$ cat src/icmp_echo_request_generator_assert.svh
// assertion macros for the echo request generator
`ifndef ICMP_ECHO_REQUEST_GENERATOR_ASSERT_SVH
`define ICMP_ECHO_REQUEST_GENERATOR_ASSERT_SVH

// antecedent and consequent in the same cycle
`define IERG_ASSERT_SAME(lbl, ante, cons, msg) \
    lbl: assert property (@(posedge i_clk) disable iff (!i_rst_n) (ante) |-> (cons)) \
        else $error(msg);

// consequent in the cycle after the antecedent
`define IERG_ASSERT_NEXT(lbl, ante, cons, msg) \
    lbl: assert property (@(posedge i_clk) disable iff (!i_rst_n) (ante) |=> (cons)) \
        else $error(msg);

`endif

$ cat src/ierg_pkg.sv
// shared types and constants of the echo request generator
`default_nettype none

package ierg_pkg;

    localparam int MaxPacketBytes = 64;
    localparam int MinPacketBytes = 24;
    localparam int LenWidth       = 7;
    localparam int IdWidth        = 16;
    localparam int SeqWidth       = 16;
    localparam int SecsWidth      = 63;
    localparam int UsecsWidth     = 20;
    localparam int CfgIndexWidth  = 2;
    localparam int CfgDataWidth   = 16;

    localparam logic [CfgIndexWidth-1:0] CfgPacketLength = 2'd0;
    localparam logic [CfgIndexWidth-1:0] CfgIdentifier   = 2'd1;

    localparam logic [LenWidth-1:0] ResetPacketLength = 7'd64;
    localparam logic [IdWidth-1:0]  ResetIdentifier   = 16'h002A;

    typedef struct packed {
        logic load;
        logic sum_step;
        logic sum_done;
        logic emit_step;
    } t_cmd;

    typedef struct packed {
        logic sum_last;
        logic emit_last;
    } t_status;

endpackage

`default_nettype wire

$ cat src/ierg_ctrl.sv
// controller state machine: checksum pass then byte emission
`default_nettype none

module ierg_ctrl (
    input  wire              i_clk,
    input  wire              i_rst_n,
    input  wire              i_start,
    input  wire ierg_pkg::t_status i_status,
    output ierg_pkg::t_cmd   o_cmd,
    output logic             o_busy
);
    import ierg_pkg::*;

    typedef enum logic [1:0] {
        ST_IDLE,
        ST_SUM,
        ST_EMIT
    } t_state;

    t_state r_state;
    t_state n_state;
    logic   r_busy;
    t_cmd   cmd;

    always_comb begin
        n_state = r_state;
        cmd     = '0;
        case (r_state)
            ST_IDLE: begin
                if (i_start && !r_busy) begin
                    cmd.load = 1'b1;
                    n_state  = ST_SUM;
                end
            end
            ST_SUM: begin
                cmd.sum_step = 1'b1;
                if (i_status.sum_last) begin
                    cmd.sum_done = 1'b1;
                    n_state      = ST_EMIT;
                end
            end
            ST_EMIT: begin
                cmd.emit_step = 1'b1;
                if (i_status.emit_last) begin
                    n_state = ST_IDLE;
                end
            end
            default: begin
                n_state = ST_IDLE;
            end
        endcase
    end

    always_ff @(posedge i_clk) begin
        if (!i_rst_n) begin
            r_state <= ST_IDLE;
            r_busy  <= 1'b0;
        end else begin
            r_state <= n_state;
            r_busy  <= (n_state != ST_IDLE);
        end
    end

    assign o_cmd  = cmd;
    assign o_busy = r_busy;

endmodule

`default_nettype wire

$ cat src/ierg_datapath.sv
// datapath: config registers, request capture, checksum accumulator, byte output
`default_nettype none
`include "icmp_echo_request_generator_assert.svh"

module ierg_datapath #(
    parameter int MAX_PACKET_BYTES = ierg_pkg::MaxPacketBytes
) (
    input  wire                                  i_clk,
    input  wire                                  i_rst_n,
    input  wire                                  i_cfg_valid,
    input  wire [ierg_pkg::CfgIndexWidth-1:0]    i_cfg_index,
    input  wire [ierg_pkg::CfgDataWidth-1:0]     i_cfg_data,
    input  wire [ierg_pkg::SeqWidth-1:0]         i_sequence_number,
    input  wire [ierg_pkg::SecsWidth-1:0]        i_stamp_seconds,
    input  wire [ierg_pkg::UsecsWidth-1:0]       i_stamp_microseconds,
    input  wire ierg_pkg::t_cmd                  i_cmd,
    output ierg_pkg::t_status                    o_status,
    output logic                                 o_valid,
    output logic [7:0]                           o_packet_byte,
    output logic                                 o_final_byte
);
    import ierg_pkg::*;

    localparam logic [LenWidth-1:0] MaxLen = LenWidth'(MAX_PACKET_BYTES);
    localparam logic [LenWidth-1:0] MinLen = LenWidth'(MinPacketBytes);
    localparam logic [LenWidth-1:0] PatternStart = 7'd24;

    logic [LenWidth-1:0]   r_cfg_len;
    logic [IdWidth-1:0]    r_ident;
    logic [LenWidth-1:0]   r_len;
    logic [SeqWidth-1:0]   r_seq;
    logic [SecsWidth-1:0]  r_secs;
    logic [UsecsWidth-1:0] r_usecs;
    logic [LenWidth-1:0]   r_idx;
    logic [15:0]           r_acc;
    logic                  r_valid;
    logic [7:0]            r_byte;
    logic                  r_final;

    logic [LenWidth-1:0]   eff_len;
    logic [LenWidth-1:0]   idx_lo;
    logic [7:0]            hi_byte;
    logic [7:0]            lo_byte;
    logic [15:0]           word;
    logic [16:0]           sum17;
    logic [15:0]           n_acc;
    logic [15:0]           ck;
    logic [7:0]            emit_byte;
    logic [LenWidth:0]     idx_plus2;

    function automatic logic [7:0] f_byte(
        input logic [LenWidth-1:0] idx,
        input logic [15:0]         csum,
        input logic [15:0]         ident,
        input logic [15:0]         seq,
        input logic [63:0]         secs,
        input logic [63:0]         usecs
    );
        logic [7:0] b;
        b = 8'h00;
        case (idx) inside
            7'd0:        b = 8'h08;
            7'd1:        b = 8'h00;
            7'd2:        b = csum[15:8];
            7'd3:        b = csum[7:0];
            7'd4:        b = ident[15:8];
            7'd5:        b = ident[7:0];
            7'd6:        b = seq[15:8];
            7'd7:        b = seq[7:0];
            [7'd8:7'd15]:  b = secs[{idx[2:0], 3'b000} +: 8];
            [7'd16:7'd23]: b = usecs[{idx[2:0], 3'b000} +: 8];
            default:     b = {1'b0, LenWidth'(idx - PatternStart)};
        endcase
        return b;
    endfunction

    always_comb begin
        eff_len = r_cfg_len;
        if (r_cfg_len < MinLen) begin
            eff_len = MinLen;
        end else if (r_cfg_len > MaxLen) begin
            eff_len = MaxLen;
        end
    end

    assign idx_lo  = r_idx | 7'd1;
    assign hi_byte = f_byte(r_idx, 16'h0000, r_ident, r_seq, {1'b0, r_secs},
                            {44'b0, r_usecs});
    assign lo_byte = (idx_lo < r_len) ?
                     f_byte(idx_lo, 16'h0000, r_ident, r_seq, {1'b0, r_secs},
                            {44'b0, r_usecs}) : 8'h00;
    assign word    = {hi_byte, lo_byte};
    assign sum17   = {1'b0, r_acc} + {1'b0, word};
    assign n_acc   = sum17[15:0] + {15'b0, sum17[16]};
    assign ck      = ~r_acc;

    assign emit_byte = f_byte(r_idx, ck, r_ident, r_seq, {1'b0, r_secs},
                              {44'b0, r_usecs});

    assign idx_plus2          = {1'b0, r_idx} + 8'd2;
    assign o_status.sum_last  = (idx_plus2 >= {1'b0, r_len});
    assign o_status.emit_last = (LenWidth'(r_idx + 7'd1) == r_len);

    always_ff @(posedge i_clk) begin
        if (!i_rst_n) begin
            r_cfg_len <= ResetPacketLength;
            r_ident   <= ResetIdentifier;
            r_valid   <= 1'b0;
        end else begin
            if (i_cfg_valid) begin
                case (i_cfg_index)
                    CfgPacketLength: r_cfg_len <= i_cfg_data[LenWidth-1:0];
                    CfgIdentifier:   r_ident   <= i_cfg_data;
                    default:         ;
                endcase
            end
            r_valid <= i_cmd.emit_step;
        end
    end

    always_ff @(posedge i_clk) begin
        if (i_cmd.load) begin
            r_len   <= eff_len;
            r_seq   <= i_sequence_number;
            r_secs  <= i_stamp_seconds;
            r_usecs <= i_stamp_microseconds;
            r_idx   <= '0;
            r_acc   <= '0;
        end else if (i_cmd.sum_step) begin
            r_acc <= n_acc;
            r_idx <= i_cmd.sum_done ? '0 : LenWidth'(idx_plus2);
        end else if (i_cmd.emit_step) begin
            r_idx <= LenWidth'(r_idx + 7'd1);
        end
        if (i_cmd.emit_step) begin
            r_byte  <= emit_byte;
            r_final <= o_status.emit_last;
        end
    end

    assign o_valid       = r_valid;
    assign o_packet_byte = r_byte;
    assign o_final_byte  = r_final;

    `IERG_ASSERT_SAME(a_emit_in_range, i_cmd.emit_step, r_idx < r_len, "emit index past length")
    `IERG_ASSERT_NEXT(a_final_then_quiet, r_valid && r_final, !r_valid, "request after final")
    `IERG_ASSERT_NEXT(a_sum_silent, i_cmd.sum_step, !r_valid, "request during checksum pass")

endmodule

`default_nettype wire

$ cat src/icmp_echo_request_generator.sv
// top level of the icmp echo request generator
// channel   direction  handshake                   payload
// command   in         i_start && !o_busy          sequence number, seconds, microseconds
// config    in         i_cfg_valid && o_cfg_ready  i_cfg_index, i_cfg_data
// result    out        o_valid, cannot stall       o_packet_byte, o_final_byte
// an accepted command runs a checksum pass, one 16-bit word a cycle,
// then emission, one packet byte a cycle, over the clamped packet length
// config is always ready; reset restores length 64 and identifier 42, no clearing pass
// results cannot be stalled: each byte is shown for exactly one cycle
`default_nettype none

module icmp_echo_request_generator #(
    parameter int MAX_PACKET_BYTES = ierg_pkg::MaxPacketBytes
) (
    input  wire                               i_clk,
    input  wire                               i_rst_n,
    input  wire                               i_start,
    output logic                              o_busy,
    input  wire [ierg_pkg::SeqWidth-1:0]      i_sequence_number,
    input  wire [ierg_pkg::SecsWidth-1:0]     i_stamp_seconds,
    input  wire [ierg_pkg::UsecsWidth-1:0]    i_stamp_microseconds,
    input  wire                               i_cfg_valid,
    output logic                              o_cfg_ready,
    input  wire [ierg_pkg::CfgIndexWidth-1:0] i_cfg_index,
    input  wire [ierg_pkg::CfgDataWidth-1:0]  i_cfg_data,
    output logic                              o_valid,
    output logic [7:0]                        o_packet_byte,
    output logic                              o_final_byte
);
    import ierg_pkg::*;

    t_cmd    cmd;
    t_status status;

    assign o_cfg_ready = 1'b1;

    ierg_ctrl u_ctrl (
        .i_clk    (i_clk),
        .i_rst_n  (i_rst_n),
        .i_start  (i_start),
        .i_status (status),
        .o_cmd    (cmd),
        .o_busy   (o_busy)
    );

    ierg_datapath #(
        .MAX_PACKET_BYTES (MAX_PACKET_BYTES)
    ) u_datapath (
        .i_clk                (i_clk),
        .i_rst_n              (i_rst_n),
        .i_cfg_valid          (i_cfg_valid),
        .i_cfg_index          (i_cfg_index),
        .i_cfg_data           (i_cfg_data),
        .i_sequence_number    (i_sequence_number),
        .i_stamp_seconds      (i_stamp_seconds),
        .i_stamp_microseconds (i_stamp_microseconds),
        .i_cmd                (cmd),
        .o_status             (status),
        .o_valid              (o_valid),
        .o_packet_byte        (o_packet_byte),
        .o_final_byte         (o_final_byte)
    );

endmodule

`default_nettype wire
$ cat config.mk
export PLATFORM = sky130hd
export DESIGN_NAME = icmp_echo_request_generator
export DESIGN_NICKNAME = d
export VERILOG_FILES = /design/src/ierg_pkg.sv /design/src/ierg_ctrl.sv /design/src/ierg_datapath.sv /design/src/icmp_echo_request_generator.sv
export VERILOG_INCLUDE_DIRS = /design/src /design/src/src
export SDC_FILE = /design/constraint.sdc
export NUM_CORES = 1
export LEC_CHECK = 0
export ABC_AREA = 1
export BUFFER_PORTS_ARGS = -buffer_cell sky130_fd_sc_hd__buf_2
export CAP_MARGIN = 20
export CORE_MARGIN = 5
export CORE_UTILIZATION = 58
export CTS_CLUSTER_SIZE = 16
export DETAILED_ROUTE_END_ITERATION = 6
export GPL_TIMING_DRIVEN = 0
export PLACE_DENSITY = 0.84
export SLEW_MARGIN = 20
export SYNTH_ARGS = -nofsm -noshare
export SYNTH_HDL_FRONTEND = slang
export SYNTH_SLANG_ARGS = --single-unit
$ cat constraint.sdc
create_clock -name i_clk -period 5.7 [get_ports i_clk]
set_clock_uncertainty 0.1 [all_clocks]
set_input_delay 0 -clock i_clk [delete_from_list [all_inputs] [get_ports i_clk]]
set_output_delay 0 -clock i_clk [all_outputs]
set_load 0.01 [all_outputs]
-- Word level (Yosys, flattened, before mapping)
Index checks and enable logic that the tools add are counted.
W data, S select, Z words.
- input bits: 121
- output and inout bits: 12
- word-level logic and storage cells: 103
- flip-flop bits (word level): 165
- magnitude comparators: 12
- shift-type cells: 4
- muxes and demuxes: 34
- $add $sub $neg: 6
- reduce and logical (&&, ||, !) cells: 17
- bitwise operators: 1
- eq/ne operators: 14
- operators by type and width (cell ; number):
    $shiftx A64 B7 Y8 ; 4
    $mux W8 ; 20
    $eq A7 B3 Y1 const B ; 4
    $mux W7 ; 4
    $add A16 B16 Y17 ; 1
    $add A16 B1 Y16 ; 1
    $not A16 Y16 ; 1
    $eq A7 B2 Y1 const B ; 2
    $ge A7 B4 Y1 const B ; 2
    $ge A7 B5 Y1 const B ; 2
    $le A7 B4 Y1 const B ; 2
    $le A7 B5 Y1 const B ; 2
    $logic_not A7 Y1 ; 2
    $sub A7 B5 Y7 const B ; 2
    $eq A6 B2 Y1 const B ; 2
    $add A7 B2 Y8 const B ; 1
    $ge A8 B7 Y1 ; 1
    $mux W2 ; 4
    $add A7 B1 Y7 const B ; 1
    $eq A7 B1 Y1 const B ; 1
    $eq A7 B7 Y1 ; 1
    $gt A7 B7 Y1 const B ; 1
    $lt A7 B5 Y1 const B ; 1
    $lt A7 B7 Y1 ; 1
    other kinds (13) ; 25

-- Depth between registers and ports, before layout
Gate-level depths: netlist of the first run.
- depth after elaboration: 14
- mapped depth: 40
- mapped depth without buffers: 38

-- Hierarchy
A second synthesis of the first run with hierarchy kept.
- cell total of the unflattened synthesis: 1233
- area, all modules: 9828.2 µm²
- modules (own cells, without submodules) (module ; instances ; cells each ; area each (µm²) ; seq. area each (µm²)):
    ierg_datapath ; 1 ; 1208 ; 9673.0 ; 4394.2
    ierg_ctrl ; 1 ; 23 ; 143.9 ; 60.1
    icmp_echo_request_generator ; 1 ; 2 ; 11.3 ; 0.0

-- Worst setup path before layout of the first run
No wires, ideal clock.
- path kind: reg2reg
- start: register u_datapath.r_idx[0]
- end: register u_datapath.r_acc[9]
- stages on the path, launching flop included: 30
- slack: 1.193 ns
- setup time: 0.127 ns
- clock period less this slack: 4.507 ns
- data required time: 5.473 ns
- path buffers: 4
- data arrival time: 4.280 ns
- cells stage by stage: dfxtp_1 -> buf_2 -> inv_1 -> buf_2 -> buf_2 -> ha_1 -> inv_1 -> nor3_2 -> clkbuf_1 -> a21oi_1 -> nand2_1 -> nor2_1 -> ha_1 -> nand2_1 -> nor2_1 -> and2_1 -> nand2_1 -> nand2_1 -> a21oi_1 -> o21bai_1 -> ha_1 -> nand2_1 -> nor2_4 -> nand3_1 -> nor2_1 -> nand2_1 -> nor2_2 -> nand3_1 -> xor2_1 -> a21oi_1
- longest elaborated chain between the ends: 14
- elaborated cells between the ends (all ways): 29
- those cells by class: 3 x add/sub; 4 x order compare; 7 x eq/ne; 2 x shift; 10 x mux; 3 x reduce/logical
- RTL lines (element ; line ; RTL):
    start, declared ; ierg_datapath.sv:34 ; logic [LenWidth-1:0] r_idx;
    start signal, assigned ; ierg_datapath.sv:131 ; r_idx <= i_cmd.sum_done ? '0 : LenWidth'(idx_plus2);
    start signal, assigned ; ierg_datapath.sv:133 ; r_idx <= LenWidth'(r_idx + 7'd1);
    branches (longest 11 deep; another with $shiftx A64 B7 Y8) ; -- ;
    $mux W8 * ; ierg_datapath.sv:61 ; case (idx) inside
    $add A16 B16 Y17 * ; ierg_datapath.sv:93 ; assign sum17 = {1'b0, r_acc} + {1'b0, word};
    $add A16 B1 Y16 * ; ierg_datapath.sv:94 ; assign n_acc = sum17[15:0] + {15'b0, sum17[16]};
    end signal, assigned ; ierg_datapath.sv:130 ; r_acc <= n_acc;
    end, declared ; ierg_datapath.sv:35 ; logic [15:0] r_acc;
Every way passes the cells marked *.
A chain may end at the register's enable or synchronous reset.

-- Final worst setup path of the first run
- start: register u_datapath.r_idx[2]
- end: register u_datapath.r_acc[6]
- longest elaborated chain between the ends: 14
- elaborated cells between the ends (all ways): 52
- those cells by class: 4 x add/sub; 9 x order compare; 10 x eq/ne; 4 x shift; 18 x mux; 7 x reduce/logical
- RTL lines (element ; line):
    branches (longest 12 deep; another with $shiftx A64 B7 Y8) ; --
    $add A16 B16 Y17 * ; ierg_datapath.sv:93
    $add A16 B1 Y16 * ; ierg_datapath.sv:94
Marks and branches as above.

==> results of run 1 <==
cell usage after synthesis, types with 12 or more instances:
cell	instances
nand2_1	343
nand4_1	14
dfxtp_1	50
a21oi_1	83
nor2_1	115
xor2_1	17
edfxtp_1	115
buf_2	12
inv_1	149
ha_1	48
nand3_1	86
o22ai_1	18
clkbuf_1	28
o21ai_0	82
per-stage QoR:
step | std cells | hold WS (ns)
floorplan | 1243 | -0.00113
global placement | 1594 | 0.0769
detailed placement | 1595 | 0.0781
CTS | 1758 | 0.0280
global route | 1759 | 0.0760
finish | 1759 | 0.0319
final cells by class:
type / instances / area [um^2] / share of cell area
Buffer: 42 / 213 / 0.0167
Clock buffer: 18 / 429 / 0.0338
Clock inverter: 14 / 174 / 0.0137
Inverter: 157 / 594 / 0.0467
Multi-Input combinational cell: 879 / 4570 / 0.359
Sequential cell: 165 / 4460 / 0.351
Tap cell: 220 / 275 / 0.0216
Timing Repair Buffer: 264 / 2000 / 0.157
registers in the layout, indices dropped and copies added, names as in the netlist:
signal and count:
u_datapath.r_usecs 20, u_ctrl.r_state 2, u_datapath.o_valid 1, u_datapath.r_cfg_len 7, u_datapath.o_final_byte 1, u_datapath.r_seq 16, u_ctrl.o_busy 1, u_datapath.r_acc 16
u_datapath.o_packet_byte 8, u_datapath.r_ident 16, u_datapath.r_secs 63, u_datapath.r_len 7, u_datapath.r_idx 7
where the power goes:
part	total, mW	leakage, nW	switching [mW]	internal [mW]
Sequential	1.75	1.50	0.173	1.58
Clock	1.22	0.292	0.524	0.696
Combinational	4.54	4.08	3.09	1.45
worst max path at each step:
| stage | depth (start not counted) | slack [ns] | end |
|---|---|---|---|
| 2_1_floorplan | 29 | 1.19 | u_datapath.r_acc[9] |
| 3_3_place_gp | 27 | -0.24 | u_datapath.r_acc[9] |
| 3_5_place_dp | 27 | -0.38 | u_datapath.r_acc[9] |
| 4_1_cts | 36 | 0.02 | u_datapath.r_acc[9] |
| 5_1_grt | 35 | -0.01 | u_datapath.r_acc[9] |
| 6_report | 37 | 0.24 | u_datapath.r_acc[6] |
worst max-delay path: cells and delay by family, from the launching register on:
family                     cells  cell delay [ns]
DFF                            1             0.46
buffers and inverters          6             0.78
adders and majority gates      4             1.00
AOI/OAI and AO/OA              3             0.44
and+or+nand+nor               23             2.37
xor gates and xnor gates       1             0.25
kinds of logic after synthesis:
family          Yosys count
xor+xnor                 20
compound gates          220
buf+inv                 199
flops                   165
other cells               1
simple gates            589
fa+ha+maj                49
layer usage:
metal  GRT usage  vias up
met2       0.566      875
met4       0.185        0
met3      0.0858      231
met1       0.406     4652
met5           0        -
li1            -     4701
timing repair:
item                       in CTS  in global routing
pin swaps                       0                  3
setup buffers                   0                  1
hold endpoints to repair      123                  0
hold buffers                  131                  0
resized for setup               6                 36
setup endpoints to repair      10                 10
==> flow_summary.toml, run 1 <==
[cts]
cts_made_buffers = 17
htreeDepth = 4
cts.path.max_buffers = 2
cts_tree = "built"
root_buffer = "clkbuf_16"
clkSinkCount = 165
clock_latency_ns = 0.44
clk_pin_slew_worst_paths_ns = 0.07

[worst_hold_path]
hold_path_depth = 8
whs_endpoint = "u_ctrl.r_state[1]"
min_from = "i_start"
worstHoldPathType = "in2reg"

[die]
die-area_um2 = 19400
die_w_um = 139
fp.coreArea_um2 = 16500
pin_count = 133
rows = 47
start_util = 0.588
die_y_um = 139

[critical_path]
r2r_start = "u_datapath.r_idx[2]"
r2r-end = "u_datapath.r_acc[6]"
cp-end-kind = "flop"
critical_path_class = "reg2reg"
path_common_cell = "nand2_1"
cp.arrival_ns = 5.74
critPathLaunchType = "flop"
rrSetupSlack_ns = 0.24
cp_slowest_cell = "dfxtp_2"
cpPeakStageDelay_ns = 0.46
crit_fanout = 10
r2r_cells = 37
required_ns = 5.98
startpoint = "u_datapath.r_idx[2]"

[synthesis]
synthCells = 1243
synth_cell_type_count = 45
synth_simple_gate_area_frac = 0.253
ys_warn_count = 0
synth_top_cell_by_area = "edfxtp_1"
synthMuxAreaShare = 0
synth_area_um2 = 9710
ys_ff_latch = 165
netlist.area_leader.share = 0.356
synth.avg_cell_area_um2 = 7.81
synthTopCellsByArea = "edfxtp_1 (36%), nand2_1 (13%), dfxtp_1 (10%), ha_1 (6.2%), inv_1 (5.8%)"
synth_compound_area_frac = 0.124
synth_ff_type = "edfxtp_1"
synth-edff-count = 115
synth_top_family_by_area = "simple AND/OR/NAND/NOR gates"
synthAdderAreaFrac = 0.0639
synthXorXnorAreaFrac = 0.0196
syn_nets = 1413
ys_seq_area_frac = 0.459
ys_async_sr_fraction = 0

[placed_design]
portBuffers = 131
placed_cell_area_um2 = 10700
globalplace.congestion = 0.974
hpwl_mm = 20.4
pre_cts_ws_ns = -0.375

[power]
vdd_drop_max_uv = 478
total_power_mw = 7.51
powerDensity_nw_per_um2 = 591
p_leak_nw = 5.87

[layout]
design_area_um2 = 12700
fin_util = 0.770
area_delta_synth_final_pct = 31.0
nFillCells = 1020
mostFrequentLayoutCell = "nand2_1"
drive_gt1_frac = 0.144
num_antenna_cells = 0
layout_common_cells = "nand2_1 (343), inv_1 (148), buf_2 (139)"
fin_nets = 1696

[sta]
fmax_mhz = 183
slew_violations = 0
fin_crit_ns = 5.46
fin_crit_sh = 0.959
relSlewSlack = 0.514
fin_setup_tns_ns = 0
fin_ws_ns = 0.236
finalHoldViolations = 0
setup_viol = 0
tightest_slew_ns = 0.730

[routing]
via_count = 10500
drtAntennaViolNets = 0
routed_wl_mm = 33.9
dr_wl_met2_mm = 16.0
m1WireLength_mm = 11.8
route.detailed.drc = 0
vias_per_cell = 5.95
wl_per_cell_um = 19.3
detail_route.first_pass.iterations = 7
highest_layer = "met4"
drt_iter0_drc = 1728
wl_met3_mm = 3.88

[global_route]
grt_overflow = 0
grt_pass1_vias = 10100
track_usage = 0.341
grt_pass1_wl_mm = 52.3
antenna_found_initial = 0
grt_max_degree = 78

[flow_run]
cap_violations = 0

[outcome]
status = "finished, final reports clean"
Power figures use the tool's default switching activity.
==> run 2, diff against run 1 <==
--- a/config.mk
+++ b/config.mk
@@ -9,12 +9,14 @@
 export ABC_AREA = 1
 export BUFFER_PORTS_ARGS = -buffer_cell sky130_fd_sc_hd__buf_2
 export CAP_MARGIN = 20
+export CELL_PAD_IN_SITES_DETAIL_PLACEMENT = 0
+export CELL_PAD_IN_SITES_GLOBAL_PLACEMENT = 1
 export CORE_MARGIN = 5
-export CORE_UTILIZATION = 58
+export CORE_UTILIZATION = 43
 export CTS_CLUSTER_SIZE = 16
 export DETAILED_ROUTE_END_ITERATION = 6
 export GPL_TIMING_DRIVEN = 0
-export PLACE_DENSITY = 0.84
+export PLACE_DENSITY = 0.85
 export SLEW_MARGIN = 20
 export SYNTH_ARGS = -nofsm -noshare
 export SYNTH_HDL_FRONTEND = slang
==> constraint.sdc (replaced) <==
create_clock -name i_clk -period 5.7 [get_ports i_clk]
set_clock_uncertainty 0.1 [all_clocks]
set_input_delay 0 -clock i_clk [delete_from_list [all_inputs] [get_ports i_clk]]
set_output_delay 0 -clock i_clk [all_outputs]
set_load 0.05 [all_outputs]
==> run 2 against run 1 <==
The run now ends with DRC left. Global-route usage down 9.8 points. Clock-buffer cell count down 1. Sequential share of layout area down 0.19 points. Combinational power down 3%. Setup slack better by 0.13 ns. Fmax up 2.5%. Non-clock buffer count unchanged. Power down 3.1%. Register-to-register slack better by 0.13 ns. Critical path depth down 2.
==> flow_summary.toml, run 2 (same netlist as run 1, synthesis figures left out) <==
[sta]
slew_violations = 0
fin_crit_ns = 5.33
fmax_mhz = 188
setup_viol = 0
finalHoldViolations = 0
hold-worst-slack_ns = 0.0268
tightest_slew_ns = 0.757
fin_crit_sh = 0.935
relSlewSlack = 0.495

[critical_path]
cp.arrival_ns = 5.54
cp-end-kind = "flop"
cpPeakStageDelay_ns = 0.41
critPathLaunchType = "flop"
cp_slowest_cell = "ha_2"
critical_path_class = "reg2reg"
crit_fanout = 12
required_ns = 5.91
path_common_cell = "nand2_1"

[cts]
clk_pin_slew_worst_paths_ns = 0.07
clkSinkCount = 165
cts_setup_buffers = 0
cts_tree = "built"
cts.path.max_buffers = 2
htreeDepth = 4
root_buffer = "clkbuf_16"
clock_latency_ns = 0.44
cts_made_buffers = 17

[global_route]
track_usage = 0.242
met1_usage = 0.314
grt_max_degree = 60
busiest_layer = "met2"
antenna_found_initial = 0
grt_overflow = 0
grt_pass1_wl_mm = 49.2
grt_pass1_vias = 9329
met2_usage = 0.417
grt_util_met3 = 0.0426

[power]
powerDensity_nw_per_um2 = 569
seq_power_share = 0.238
intPower_mw = 3.60
switchingPower_mw = 3.68
clkPwrFrac = 0.154
p_leak_nw = 5.86
switching_share = 0.506
pwr-share-comb = 0.608
vdd_drop_max_uv = 255

[layout]
drive_gt1_frac = 0.148
stdcell_count = 1824
mostFrequentLayoutCell = "nand2_1"
layout_common_cells = "nand2_1 (343), inv_1 (147), buf_2 (138)"
fin_nets = 1696
regMostFlops = "u_datapath.r_secs"
largest_reg_flops = 63
area_delta_synth_final_pct = 31.7
num_antenna_cells = 0
reg.largest.list = "u_datapath.r_secs: 63 flops, u_datapath.r_usecs: 20 flops"

[die]
start_util = 0.433
die_w_um = 160
fp.coreArea_um2 = 22400
die-area_um2 = 25700
die_y_um = 160
rows = 55
pin_count = 133

[routing]
route.detailed.drc = 1
vias_per_cell = 5.20
via_count = 9482
wl_per_cell_um = 17.1
drt_iter0_drc = 946
detail_route.first_pass.iterations = 7
drtAntennaViolNets = 0
routed_wl_mm = 31.2

[placed_design]
hpwl_mm = 21.8
portBuffers = 131
placedCellCount = 1660
globalplace.congestion = 0.908

[outcome]
violations = "DRC"
status = "finished with violations"

[worst_hold_path]
worstHoldPathType = "in2reg"

[flow_run]
cap_violations = 0
==> run 2: cell types whose count changed in the layout (fill, tap and decap cells not counted), sizes merged <==
cell	previous run	this run
buf	146	144
inv	159	162
dlygate4sd3	131	132
clkinv	8	10
bufinv	3	0
clkinvlp	1	0
==> run 2: final timing paths <==
kind                                        startpoint                endpoint  slack (ns)  cells past startpoint
worst min register to register  u_datapath.r_ident[11]  u_datapath.r_ident[11]        0.36                      2
worst max register to register     u_datapath.r_idx[0]     u_datapath.r_acc[9]        0.37                     35
worst max-delay path               u_datapath.r_idx[0]     u_datapath.r_acc[9]        0.37                     35
worst min-delay path                           i_start       u_ctrl.r_state[1]        0.03                      8
==> run 2: layout make-up <==
type	instances	area, um^2
well taps	285	357
flip-flops and latches	165	4460
clock buffers	17	425
multi-input cells	879	4590
repair buffers	264	2000
inverters	157	594
fillers	2056	9650
plain buffers	42	211
clock inverters	15	144
==> run 2: critical path: cells and delay by family (launching register included) <==
family,cells,cell delay (ns)
xor gates and xnor gates,1,0.19
DFF,1,0.36
buffers and inverters,6,0.94
and+or+nand+nor,22,2.37
AOI/OAI and AO/OA,3,0.35
adders and majority gates,3,0.86
==> run 2: power by group through the flow <==
| stage | combinational, mW | clock, mW | sequential [mW] |
|---|---|---|---|
| finish | 4.42 | 1.12 | 1.73 |
| detailed placement | 4.12 | 0 | 1.75 |
| floorplan | 2.94 | 0 | 1.73 |
| global placement | 4.08 | 0 | 1.77 |
| CTS | 4.23 | 1.13 | 1.72 |
| global route | 4.98 | 1.18 | 1.76 |
==> run 2: repair_timing <==
item | CTS | global route
setup endpoints to repair | 11 | 11
gates resized for setup | 8 | 38
cloned | 0 | 0
pin swaps | 0 | 0
hold buffers | 132 | 0
hold endpoints to repair | 122 | 0
==> run 2: routing by layer <==
layer / routed length, um / share of wire
met1: 13100 / 0.42
met2: 15200 / 0.49
met3: 2230 / 0.072
met4: 681 / 0.022
met5: 0 / 0
==> run 2: metrics by stage <==
step / area, um^2 / power, mW / util / setup WS, ns / setup TNS, ns
floorplan: 9710 / 4.67 / - / 1.19 / 0
global placement: 10700 / 5.85 / 0.478 / -0.540 / -3.25
detailed placement: 10800 / 5.87 / 0.479 / -0.533 / -3.27
CTS: 12700 / 7.08 / 0.565 / 0.00562 / 0
global route: 12800 / 7.92 / 0.570 / -0.0304 / -0.0349
finish: 12800 / 7.28 / 0.570 / 0.368 / 0
==> run 3, diff against run 2 <==
--- a/config.mk
+++ b/config.mk
@@ -12,11 +12,11 @@
 export CELL_PAD_IN_SITES_DETAIL_PLACEMENT = 0
 export CELL_PAD_IN_SITES_GLOBAL_PLACEMENT = 1
 export CORE_MARGIN = 5
-export CORE_UTILIZATION = 43
+export CORE_UTILIZATION = 46
 export CTS_CLUSTER_SIZE = 16
 export DETAILED_ROUTE_END_ITERATION = 6
 export GPL_TIMING_DRIVEN = 0
-export PLACE_DENSITY = 0.85
+export PLACE_DENSITY = 0.89
 export SLEW_MARGIN = 20
 export SYNTH_ARGS = -nofsm -noshare
 export SYNTH_HDL_FRONTEND = slang
==> constraint.sdc (replaced) <==
create_clock -name i_clk -period 6.61 [get_ports i_clk]
set_clock_uncertainty 0.1 [all_clocks]
set_input_delay 0 -clock i_clk [delete_from_list [all_inputs] [get_ports i_clk]]
set_output_delay 0 -clock i_clk [all_outputs]
set_load 0.05 [all_outputs]
==> run 3 against run 2 <==
The flow now finishes without violations. Clock power fell by 7%. Critical path depth fell by 6. Routed wire length rose by 1.6%. Utilization rose by 3.8 points. Sequential cell count did not move. Sequential share of layout area rose by 0.21 points. Combinational power fell by 17%. First-iteration DRC count rose by 7.5%. Non-clock buffer count did not move. Fmax fell by 13%. Cell area fell by 0.75%. Cell count fell by 0.55%. Critical endpoint unchanged. Highest routed layer unchanged.
==> flow_summary.toml, run 3 (same netlist as run 1, synthesis figures left out) <==
[sta]
fin_crit_ns = 6.09
fin_setup_tns_ns = 0
finalHoldViolations = 0
relSlewSlack = 0.520
rsz0062_at_grt = "false"
fin_crit_sh = 0.922
fmax_mhz = 164
tightest_slew_ns = 0.711
setup_viol = 0
fin_ws_ns = 0.516
slew_violations = 0

[critical_path]
critical_path_class = "reg2reg"
cp-end-kind = "flop"
r2r_cells = 29
rrSetupSlack_ns = 0.52
cp.arrival_ns = 6.28
path_common_cell = "nand2_1"
cpPeakStageDelay_ns = 0.42
required_ns = 6.80
critPathLaunchType = "flop"
cp_slowest_cell = "ha_1"
crit_fanout = 12

[die]
die_y_um = 155
start_util = 0.465
die-area_um2 = 24100
die_w_um = 155
fp.coreArea_um2 = 20900
pin_count = 133
rows = 53

[global_route]
antenna_found_initial = 0
grt_pass1_vias = 9376
grt_overflow = 0
grt_pass1_wl_mm = 49.8
grt_max_degree = 66
track_usage = 0.264

[cts]
clock_latency_ns = 0.44
clkSinkCount = 165
root_buffer = "clkbuf_16"
htreeDepth = 4
clk_pin_slew_worst_paths_ns = 0.07
cts.path.max_buffers = 2
cts_made_buffers = 17
cts_tree = "built"
cts_setup_buffers = 0

[power]
vdd_drop_max_uv = 220
clkPwrFrac = 0.167
switching_share = 0.505
pwr-share-comb = 0.592
switchingPower_mw = 3.13
p_leak_nw = 5.85
powerDensity_nw_per_um2 = 490
seq_power_share = 0.241
intPower_mw = 3.08

[layout]
mostFrequentLayoutCell = "nand2_1"
largest_reg_flops = 63
area_delta_synth_final_pct = 30.7
fin_util = 0.607
reg.largest.list = "u_datapath.r_secs: 63 flops, u_datapath.r_usecs: 20 flops"
layout_common_cells = "nand2_1 (343), inv_1 (148), buf_2 (143)"
num_antenna_cells = 0
regMostFlops = "u_datapath.r_secs"
drive_gt1_frac = 0.133
fin_nets = 1696

[routing]
wl_per_cell_um = 17.5
drt_iter0_drc = 1017
drtAntennaViolNets = 0
routed_wl_mm = 31.7
detail_route.first_pass.iterations = 6
via_count = 9523
route.detailed.drc = 0
vias_per_cell = 5.25

[flow_run]
cap_violations = 0

[placed_design]
globalplace.congestion = 0.924
hpwl_mm = 21.5
pre_cts_ws_ns = 0.408
portBuffers = 131

[outcome]
status = "finished, final reports clean"

[worst_hold_path]
worstHoldPathType = "in2reg"
hold_path_depth = 8
## run 3: cell types whose count changed in the layout (fill, tap and decap cells not counted), moves of 4 or more
cell / previous run / this run
clkinv_4: 4 / 0
buf_2: 138 / 143
ha_1: 41 / 48
ha_2: 5 / 0
## run 3: power by group through the flow
stage / Sequential [mW] / Combinational, mW / Clock (mW)
global route: 1.51 / 4.12 / 1.09
global placement: 1.52 / 3.51 / 0
finish: 1.50 / 3.68 / 1.04
CTS: 1.49 / 3.62 / 1.04
detailed placement: 1.51 / 3.54 / 0
floorplan: 1.49 / 2.54 / 0
## run 3: worst max-delay path: cells and delay by family (launching register included)
kind | cells | cell delay, ns
simple gates | 15 | 2.35
buf+inv | 6 | 1.39
flops | 1 | 0.36
compound gates | 4 | 0.56
fa+ha+maj | 3 | 0.93
xor+xnor | 1 | 0.23
## run 3: area by class of cell
class,count,area [um^2]
buffer,42,185
clock buffer,17,425
clock inverter,15,198
fill,1848,8200
inverter,157,594
multi-input combinational,879,4480
sequential,165,4450
tap,275,344
timing repair buffer,264,2000
## run 3: metrics by stage
stage / area [um^2] / hold slack [ns] / power, mW / std cells
final: 12700 / 0.0285 / 6.21 / 1814
after global routing: 12700 / 0.120 / 6.72 / 1814
after CTS: 12700 / 0.0260 / 6.14 / 1814
after detailed placement: 10700 / 0.0781 / 5.04 / 1650
after global placement: 10700 / 0.0778 / 5.03 / 1649
after floorplan: 9710 / -0.00113 / 4.03 / 1243
## run 3: final timing paths
kind                           from                     end
max reg2reg     u_datapath.r_idx[0]     u_datapath.r_acc[9]
min                         i_start       u_ctrl.r_state[1]
min reg2reg  u_datapath.r_ident[12]  u_datapath.r_ident[12]
max             u_datapath.r_idx[0]     u_datapath.r_acc[9]
## run 3: layer usage
metal  up-vias  global-route usage  wire length, um
met5         -                   0                0
li1       4689                   -                -
met1      4392               0.340            13000
met4         0              0.0746              671
met2       392               0.463            15700
met3        50              0.0417             2260
## run 3: repair_timing
| action | in CTS | in global routing |
|---|---|---|
| endpoints found under the setup margin | 0 | 5 |
| endpoints found under the hold margin | 123 | 0 |
| resized for setup | 0 | 3 |
| hold buffers | 132 | 0 |
